### config.mk
export PLATFORM = sky130hd
export DESIGN_NAME = make_before_break_shift_switcher
export DESIGN_NICKNAME = d
export VERILOG_FILES = /design/src/hw/rtl/mbb_pkg.sv /design/src/hw/rtl/make_before_break_shift_switcher.sv /design/src/hw/rtl/mbb_ctrl.sv /design/src/hw/rtl/mbb_bank.sv
export VERILOG_INCLUDE_DIRS = /design/src /design/src/hw/rtl
export SDC_FILE = /design/constraint.sdc
export NUM_CORES = 1
export LEC_CHECK = 0
export BUFFER_PORTS_ARGS = -buffer_cell sky130_fd_sc_hd__buf_2
export CORE_MARGIN = 4
export CORE_UTILIZATION = 55
export DETAILED_ROUTE_END_ITERATION = 8
export PLACE_DENSITY = 0.71
export SYNTH_ARGS = -nofsm -noshare
export SYNTH_HDL_FRONTEND = slang
export SYNTH_SLANG_ARGS = --single-unit
### constraint.sdc
create_clock -name clk -period 3.8 [get_ports clk]
set_input_delay 0.57 -clock clk [delete_from_list [all_inputs] [get_ports clk]]
set_output_delay 0.57 -clock clk [all_outputs]
set_load 0.05 [all_outputs]
### src/hw/rtl/make_before_break_shift_switcher_assert.svh
`ifndef MAKE_BEFORE_BREAK_SHIFT_SWITCHER_ASSERT_SVH
`define MAKE_BEFORE_BREAK_SHIFT_SWITCHER_ASSERT_SVH

// Property checked on every clock edge outside reset.
`define MBB_ASSERT(lbl, prop, msg) \
  lbl: assert property (@(posedge clk) disable iff (!rst_n) prop) else $error(msg);

// Property checked on every clock edge, reset included.
`define MBB_ASSERT_ALWAYS(lbl, prop, msg) \
  lbl: assert property (@(posedge clk) prop) else $error(msg);

`endif

### src/hw/rtl/mbb_pkg.sv
package mbb_pkg;

  localparam int IDX_W = 5;

  typedef enum logic [1:0] {
    CMD_SWITCH = 2'd0,
    CMD_FIELD  = 2'd1,
    CMD_EXEC   = 2'd2,
    CMD_NONE   = 2'd3
  } mbb_cmd_t;

  typedef enum logic [2:0] {
    OP_NONE,
    OP_SET_ON,
    OP_CLR_OFF,
    OP_FIELD,
    OP_MAKE,
    OP_BREAK
  } mbb_op_t;

  typedef struct packed {
    mbb_op_t          op;
    logic [IDX_W-1:0] idx;
    logic [7:0]       on_bits;
    logic [7:0]       flip_bits;
    logic             latch;
    logic             fin;
  } mbb_req_t;

endpackage

### src/hw/rtl/make_before_break_shift_switcher.sv
// Make-before-break driver for a chain of NUM_SHIFT_REGS 8-bit shift registers.
// The input channel takes one request at a time: a single switch, a field of up
// to eight bits at any bit position, or an execute request.
// A switch request runs through ST_SWITCH and a field request through
// ST_FIELD_LO and ST_FIELD_HI, with in_stall high meanwhile; a field of width
// zero and an unknown command leave the block idle. None of these causes a
// result.
// An execute request sends 2 * NUM_SHIFT_REGS results on the output channel,
// one byte per cycle while the receiver does not stall; the first passes
// through the sequencer state ST_MAKE and then the output register.
// The make phase sends every byte, index 0 first, with the pending closures
// applied, and the break phase sends them again with the pending openings
// applied; latch_after marks the last byte of each phase and last the end.
// Results come from one output register; a stall holds it, and the sequencer
// waits for it to free before producing the next byte.
// Reset opens every switch, clears all pending changes and idles the block.
module make_before_break_shift_switcher #(
  parameter int NUM_SHIFT_REGS = 11
) (
  input  logic       clk,
  input  logic       rst_n,
  input  logic       in_valid,
  output logic       in_stall,
  input  logic [1:0] in_command,
  input  logic [6:0] in_bit_position,
  input  logic [3:0] in_field_width,
  input  logic [7:0] in_value,
  output logic       out_valid,
  input  logic       out_stall,
  output logic [7:0] out_shift_byte,
  output logic       out_phase,
  output logic       out_latch_after,
  output logic       out_last
);
  import mbb_pkg::*;

  `include "make_before_break_shift_switcher_assert.svh"

  mbb_req_t   req;
  logic [7:0] byte_out;
  logic       out_free;
  logic       emit;
  logic       valid_r;
  logic [7:0] byte_r;
  logic       phase_r;
  logic       latch_r;
  logic       last_r;

  assign out_free = !valid_r || !out_stall;
  assign emit     = (req.op == OP_MAKE) || (req.op == OP_BREAK);

  mbb_ctrl #(
    .NUM_SHIFT_REGS(NUM_SHIFT_REGS)
  ) u_ctrl (
    .clk            (clk),
    .rst_n          (rst_n),
    .in_valid       (in_valid),
    .in_stall       (in_stall),
    .in_command     (in_command),
    .in_bit_position(in_bit_position),
    .in_field_width (in_field_width),
    .in_value       (in_value),
    .out_free       (out_free),
    .req            (req)
  );

  mbb_bank #(
    .NUM_SHIFT_REGS(NUM_SHIFT_REGS)
  ) u_bank (
    .clk     (clk),
    .rst_n   (rst_n),
    .req     (req),
    .byte_out(byte_out)
  );

  always_ff @(posedge clk) begin
    if (!rst_n) begin
      valid_r <= 1'b0;
    end else if (emit) begin
      valid_r <= 1'b1;
    end else if (!out_stall) begin
      valid_r <= 1'b0;
    end
    if (emit) begin
      byte_r  <= byte_out;
      phase_r <= (req.op == OP_BREAK);
      latch_r <= req.latch;
      last_r  <= req.fin;
    end
  end

  assign out_valid       = valid_r;
  assign out_shift_byte  = byte_r;
  assign out_phase       = phase_r;
  assign out_latch_after = latch_r;
  assign out_last        = last_r;

  `MBB_ASSERT(a_last_ends_break, (out_valid && out_last |-> out_latch_after && out_phase), "last byte must close the break phase")
  `MBB_ASSERT(a_exec_busy, (in_valid && !in_stall && in_command == CMD_EXEC |=> in_stall), "execute request must keep the block busy")
  `MBB_ASSERT(a_break_order, (out_valid && !out_stall && out_phase && !out_last |=> !out_valid || out_phase), "break phase byte followed by a make phase byte")
  `MBB_ASSERT_ALWAYS(a_reset_idle, (!rst_n |=> !out_valid && !in_stall), "block must be idle after reset")

endmodule

### src/hw/rtl/mbb_ctrl.sv
module mbb_ctrl #(
  parameter int NUM_SHIFT_REGS = 11
) (
  input  logic              clk,
  input  logic              rst_n,
  input  logic              in_valid,
  output logic              in_stall,
  input  logic [1:0]        in_command,
  input  logic [6:0]        in_bit_position,
  input  logic [3:0]        in_field_width,
  input  logic [7:0]        in_value,
  input  logic              out_free,
  output mbb_pkg::mbb_req_t req
);
  import mbb_pkg::*;

  localparam int CW = (NUM_SHIFT_REGS > 1) ? $clog2(NUM_SHIFT_REGS) : 1;

  typedef enum logic [2:0] {
    ST_IDLE,
    ST_SWITCH,
    ST_FIELD_LO,
    ST_FIELD_HI,
    ST_MAKE,
    ST_BREAK
  } state_t;

  state_t          state_r, state_nxt;
  logic [CW-1:0]   cnt_r, cnt_nxt;
  logic [6:0]      pos_r;
  logic [3:0]      width_r;
  logic [7:0]      val_r;
  logic            accept;
  logic            cnt_end;
  logic [3:0]      weff;
  logic [7:0]      mask;
  logic [7:0]      vbits;
  logic [15:0]     on16;
  logic [15:0]     x16;
  logic [IDX_W-1:0] base_idx;

  assign in_stall = (state_r != ST_IDLE);
  assign accept   = in_valid && !in_stall;
  assign cnt_end  = (cnt_r == CW'(NUM_SHIFT_REGS - 1));
  assign weff     = (width_r > 4'd8) ? 4'd8 : width_r;
  assign mask     = 8'hFF >> (4'd8 - weff);
  assign vbits    = val_r & mask;
  assign on16     = {8'h00, vbits} << pos_r[2:0];
  assign x16      = {8'h00, mask ^ vbits} << pos_r[2:0];
  assign base_idx = IDX_W'(pos_r[6:3]);

  always_comb begin
    state_nxt = state_r;
    cnt_nxt   = cnt_r;
    req       = '0;
    req.op    = OP_NONE;
    unique case (state_r)
      ST_IDLE: begin
        if (accept) begin
          cnt_nxt = '0;
          case (mbb_cmd_t'(in_command))
            CMD_SWITCH: state_nxt = ST_SWITCH;
            CMD_FIELD:  state_nxt = (in_field_width == 4'd0) ? ST_IDLE : ST_FIELD_LO;
            CMD_EXEC:   state_nxt = ST_MAKE;
            default:    state_nxt = ST_IDLE;
          endcase
        end
      end
      ST_SWITCH: begin
        req.op        = val_r[0] ? OP_SET_ON : OP_CLR_OFF;
        req.idx       = base_idx;
        req.on_bits   = 8'h01 << pos_r[2:0];
        req.flip_bits = 8'h01 << pos_r[2:0];
        state_nxt     = ST_IDLE;
      end
      ST_FIELD_LO: begin
        req.op        = OP_FIELD;
        req.idx       = base_idx;
        req.on_bits   = on16[7:0];
        req.flip_bits = x16[7:0];
        state_nxt     = ST_FIELD_HI;
      end
      ST_FIELD_HI: begin
        req.op        = OP_FIELD;
        req.idx       = base_idx + IDX_W'(1);
        req.on_bits   = on16[15:8];
        req.flip_bits = x16[15:8];
        state_nxt     = ST_IDLE;
      end
      ST_MAKE: begin
        if (out_free) begin
          req.op    = OP_MAKE;
          req.idx   = IDX_W'(cnt_r);
          req.latch = cnt_end;
          if (cnt_end) begin
            cnt_nxt   = '0;
            state_nxt = ST_BREAK;
          end else begin
            cnt_nxt = cnt_r + CW'(1);
          end
        end
      end
      ST_BREAK: begin
        if (out_free) begin
          req.op    = OP_BREAK;
          req.idx   = IDX_W'(cnt_r);
          req.latch = cnt_end;
          req.fin   = cnt_end;
          if (cnt_end) begin
            cnt_nxt   = '0;
            state_nxt = ST_IDLE;
          end else begin
            cnt_nxt = cnt_r + CW'(1);
          end
        end
      end
      default: state_nxt = ST_IDLE;
    endcase
  end

  always_ff @(posedge clk) begin
    if (!rst_n) begin
      state_r <= ST_IDLE;
      cnt_r   <= '0;
    end else begin
      state_r <= state_nxt;
      cnt_r   <= cnt_nxt;
    end
    if (accept) begin
      pos_r   <= in_bit_position;
      width_r <= in_field_width;
      val_r   <= in_value;
    end
  end

endmodule

### src/hw/rtl/mbb_bank.sv
module mbb_bank #(
  parameter int NUM_SHIFT_REGS = 11
) (
  input  logic              clk,
  input  logic              rst_n,
  input  mbb_pkg::mbb_req_t req,
  output logic [7:0]        byte_out
);
  import mbb_pkg::*;

  localparam int CW = (NUM_SHIFT_REGS > 1) ? $clog2(NUM_SHIFT_REGS) : 1;

  logic [7:0]    pend_on_r  [NUM_SHIFT_REGS];
  logic [7:0]    pend_off_r [NUM_SHIFT_REGS];
  logic [7:0]    cur_r      [NUM_SHIFT_REGS];
  logic [CW-1:0] addr;
  logic          in_range;
  logic [7:0]    rd_on;
  logic [7:0]    rd_off;
  logic [7:0]    rd_cur;

  assign in_range = ({1'b0, req.idx} < (IDX_W + 1)'(NUM_SHIFT_REGS));
  assign addr     = in_range ? req.idx[CW-1:0] : '0;
  assign rd_on    = pend_on_r[addr];
  assign rd_off   = pend_off_r[addr];
  assign rd_cur   = cur_r[addr];
  assign byte_out = (req.op == OP_BREAK) ? (rd_cur & rd_off) : (rd_cur | rd_on);

  always_ff @(posedge clk) begin
    if (!rst_n) begin
      for (int i = 0; i < NUM_SHIFT_REGS; i++) begin
        pend_on_r[i]  <= 8'h00;
        pend_off_r[i] <= 8'hFF;
        cur_r[i]      <= 8'h00;
      end
    end else if (in_range) begin
      case (req.op)
        OP_SET_ON:  pend_on_r[addr] <= rd_on | req.on_bits;
        OP_CLR_OFF: pend_off_r[addr] <= rd_off & ~req.flip_bits;
        OP_FIELD: begin
          pend_on_r[addr]  <= rd_on | req.on_bits;
          pend_off_r[addr] <= rd_off ^ req.flip_bits;
        end
        OP_MAKE:  cur_r[addr] <= byte_out;
        OP_BREAK: begin
          cur_r[addr] <= byte_out;
          if (req.fin) begin
            for (int i = 0; i < NUM_SHIFT_REGS; i++) begin
              pend_on_r[i]  <= 8'h00;
              pend_off_r[i] <= 8'hFF;
            end
          end
        end
        default: ;
      endcase
    end
  end

endmodule
==> impl_metrics.csv <==
group,metric,value,unit
outcome,status,"completed",
global_routing,grt_pass1_vias,12400,
detailed_routing,routed_wirelength,46.8,mm
clocking,cts_num_sinks,326,
synth,synth_seq_cells,326,
worst_setup_path,cp_max_fo,12,
clocking,clock_latency,0.54,ns
timing,finalCritPeriodShare,97.5,%
timing,finalSetupViolations,0,
synth,netlist_area,16300,um^2
floorplanning,rows,62,
synth,synth-seq-area-share,59.1,%
detailed_routing,ant_nets,0,
cells_and_area,finalInstanceArea,18900,um^2
synth,synth_ff_type,"edfxtp_1",
global_routing,grt_max_degree,39,
synth,async_flop_share,0,%
floorplanning,initial_core_util,56.3,%
cells_and_area,antenna_cells,0,
worst_setup_path,rr_worst_depth,13,
cells_and_area,areaGrowthSynthToFinish,16.2,%
timing,maxSlewViolCount,0,
global_routing,antenna_found_initial,0,
power,power.density,517,nW/um^2
timing,max-slew-margin-rel,25.2,%
synth,synth.distinct_cells,86,
global_routing,grt-ovfl-total,0,
detailed_routing,drtPass1Iterations,6,
clocking,hold_buffers,0,
cells_and_area,nFillCells,2257,
timing,fin_tns_setup,0,ns
worst_setup_path,worst_setup_path_end_kind,"register",
hold_path,hold_path.class,"input port to register",
cells_and_area,final_cell_mix,"edfxtp_1 (310), nor2_1 (176), nand2_1 (161)",
worst_setup_path,crit_required,4.07,ns
synth,synth_edf_count,310,
timing,tightestPinTransition,1.11,ns
placement,place_congestion,0.945,
cells_and_area,drive_gt1_share,19.9,%
floorplanning,dieArea,32400,um^2
timing,hold_violations,0,
power,leakagePower,0.00654,uW
placement,io_buffers,37,
run,maxCapViolations,0,
floorplanning,die_w,180,um
timing,skew,0.0151,ns
placement,dpl-instance-area,17600,um^2
floorplanning,die_h,180,um
worst_setup_path,cp-start-kind,"register",
hold_path,hold_depth,1,
worst_setup_path,cp.arrival,3.98,ns
clocking,numCtsBuffers,35,
cells_and_area,final_nets,1606,
global_routing,grt_usage,28.1,%
floorplanning,core_area,28900,um^2
clocking,clk_path_buf_depth,3,
global_routing,grt_pass1_wl,72.1,mm
timing,period_minus_slack,3.71,ns
detailed_routing,wl_per_cell,23.7,um
clocking,htreeDepth,2,
clocking,clkTransAtPathRegs,0.06,ns
synth,avgSynthCellArea,11.4,um^2
synth,yosys_warnings,0,
detailed_routing,num_vias,12800,
worst_setup_path,worstSetupPathType,"register to register",
detailed_routing,drt_iter0_markers,1762,
clocking,tritoncts,"done",
cells_and_area,layout_commonest_cell,"edfxtp_1",
floorplanning,ios,38,
clocking,cts_root_buffer,"clkbuf_16",
synth,syn_inst,1432,
power,max-vdd-ir-drop,0.367,mV
detailed_routing,vias_per_cell,6.49,
placement,dp_hpwl,32.9,mm
detailed_routing,drc,0,
timing,fmax,270,MHz
critical path, stage by stage, from the launching register on:
cell and delay [ns]:
edfxtp_1 0.41, ha_1 0.25, and4b_1 0.17, a311o_2 0.40
a211oi_2 0.33, nor3_2 0.15, nor2_4 0.38, buf_4 0.19
buf_4 0.14, a211o_1 0.18, o211ai_2 0.25, nor3_2 0.32
buf_12 0.20, nor2_1 0.06
path summary, 6_finish.rpt:
kind | endpoint | slack, ns | from
max | u_bank.pend_on_r[8][5]$_SDFFCE_PN0P_ | 0.09 | u_ctrl.pos_r[3]$_DFFE_PP_
max reg2reg | u_bank.pend_on_r[8][5]$_SDFFCE_PN0P_ | 0.09 | u_ctrl.pos_r[3]$_DFFE_PP_
min reg2reg | u_bank.cur_r[10][5]$_SDFFE_PN0P_ | 0.46 | u_bank.cur_r[10][5]$_SDFFE_PN0P_
min | u_ctrl.val_r[0]$_DFFE_PP_ | 0.22 | in_value[0]
report_power, final:
part / internal (uW) / total, uW / switching [uW]
clock: 2010 / 3430 / 1410
sequential: 4110 / 4190 / 80.9
combinational: 716 / 2180 / 1470
total: 6830 / 9790 / 2960
final cells by class:
| cell class | count | area [um^2] | share of cell area (%) |
|---|---|---|---|
| inverter | 45 | 169 | 0.892 |
| tap | 384 | 480 | 2.54 |
| clock buffer | 39 | 912 | 4.82 |
| multi-input combinational | 976 | 6090 | 32.2 |
| clock inverter | 25 | 238 | 1.26 |
| sequential | 326 | 9630 | 50.9 |
| timing repair buffer | 183 | 1410 | 7.45 |
layer usage:
metal,GRT usage (%),vias up,wire length (um)
met2,44.6,784,21800
met4,9.77,0,1510
met5,0,-,0
met3,5.31,100,5130
li1,-,5722,-
met1,39.3,6231,18300
state kept, by name, indices dropped and copies added, names as in the netlist:
signal             cells
out_valid              1
u_ctrl.val_r           8
out_latch_after        1
out_phase              1
out_last               1
u_ctrl.state_r         3
u_ctrl.width_r         4
u_ctrl.pos_r           7
u_bank.cur_r          96
u_ctrl.cnt_r           4
out_shift_byte         8
u_bank.pend_on_r      96
u_bank.pend_off_r     96
repair_timing:
| action | CTS | global route |
|---|---|---|
| pin swaps | 0 | 4 |
| gates cloned | 0 | 0 |
| setup endpoints to repair | 20 | 149 |
| gates resized for setup | 3 | 14 |
| buffers inserted | 0 | 7 |
stage by stage:
step	hold WS (ns)	cells	setup slack, ns	total power [uW]	utilization, %
global route	0.204	1978	-0.0161	10100	65.4
detailed placement	0.444	1907	-0.303	6340	61.0
floorplan	0.426	1455	0.311	5490	-
CTS	0.200	1971	0.0263	9750	65.0
finish	0.216	1978	0.0939	9790	65.4
global placement	0.437	1907	-0.254	6310	61.0
logic make-up (layout without fill, tap and decap cells):
logic type	count (synthesis)	count (layout)	synth area share (%)
AO/OA/AOI/OAI	389	389	18.8
flip-flops	326	326	59.1
multiplexers	16	16	1.01
XOR/XNOR	7	7	0.376
adder cells (fa/ha/maj)	14	14	1.08
buffers and inverters	153	292	4.59
other	1	24	0.0230
AND/OR/NAND/NOR	526	526	15.1
cell usage after synthesis (14+ instances only):
cell type / number / area [um^2]
a22oi_1: 34 / 255
ha_1: 14 / 175
nor3_2: 16 / 160
a211oi_1: 26 / 195
o21ai_0: 35 / 175
a221oi_1: 31 / 272
edfxtp_1: 310 / 9310
nand2_1: 162 / 608
a22o_1: 28 / 245
nand3_1: 29 / 145
nor3_1: 75 / 375
nor2_1: 177 / 664
o22ai_1: 30 / 188
a211o_1: 20 / 175
buf_4: 15 / 113
buf_2: 58 / 290
clkbuf_1: 26 / 97.6
inv_1: 43 / 161
dfxtp_1: 16 / 320
a21oi_1: 40 / 200
Note: power is estimated with default switching activity, not from simulation.
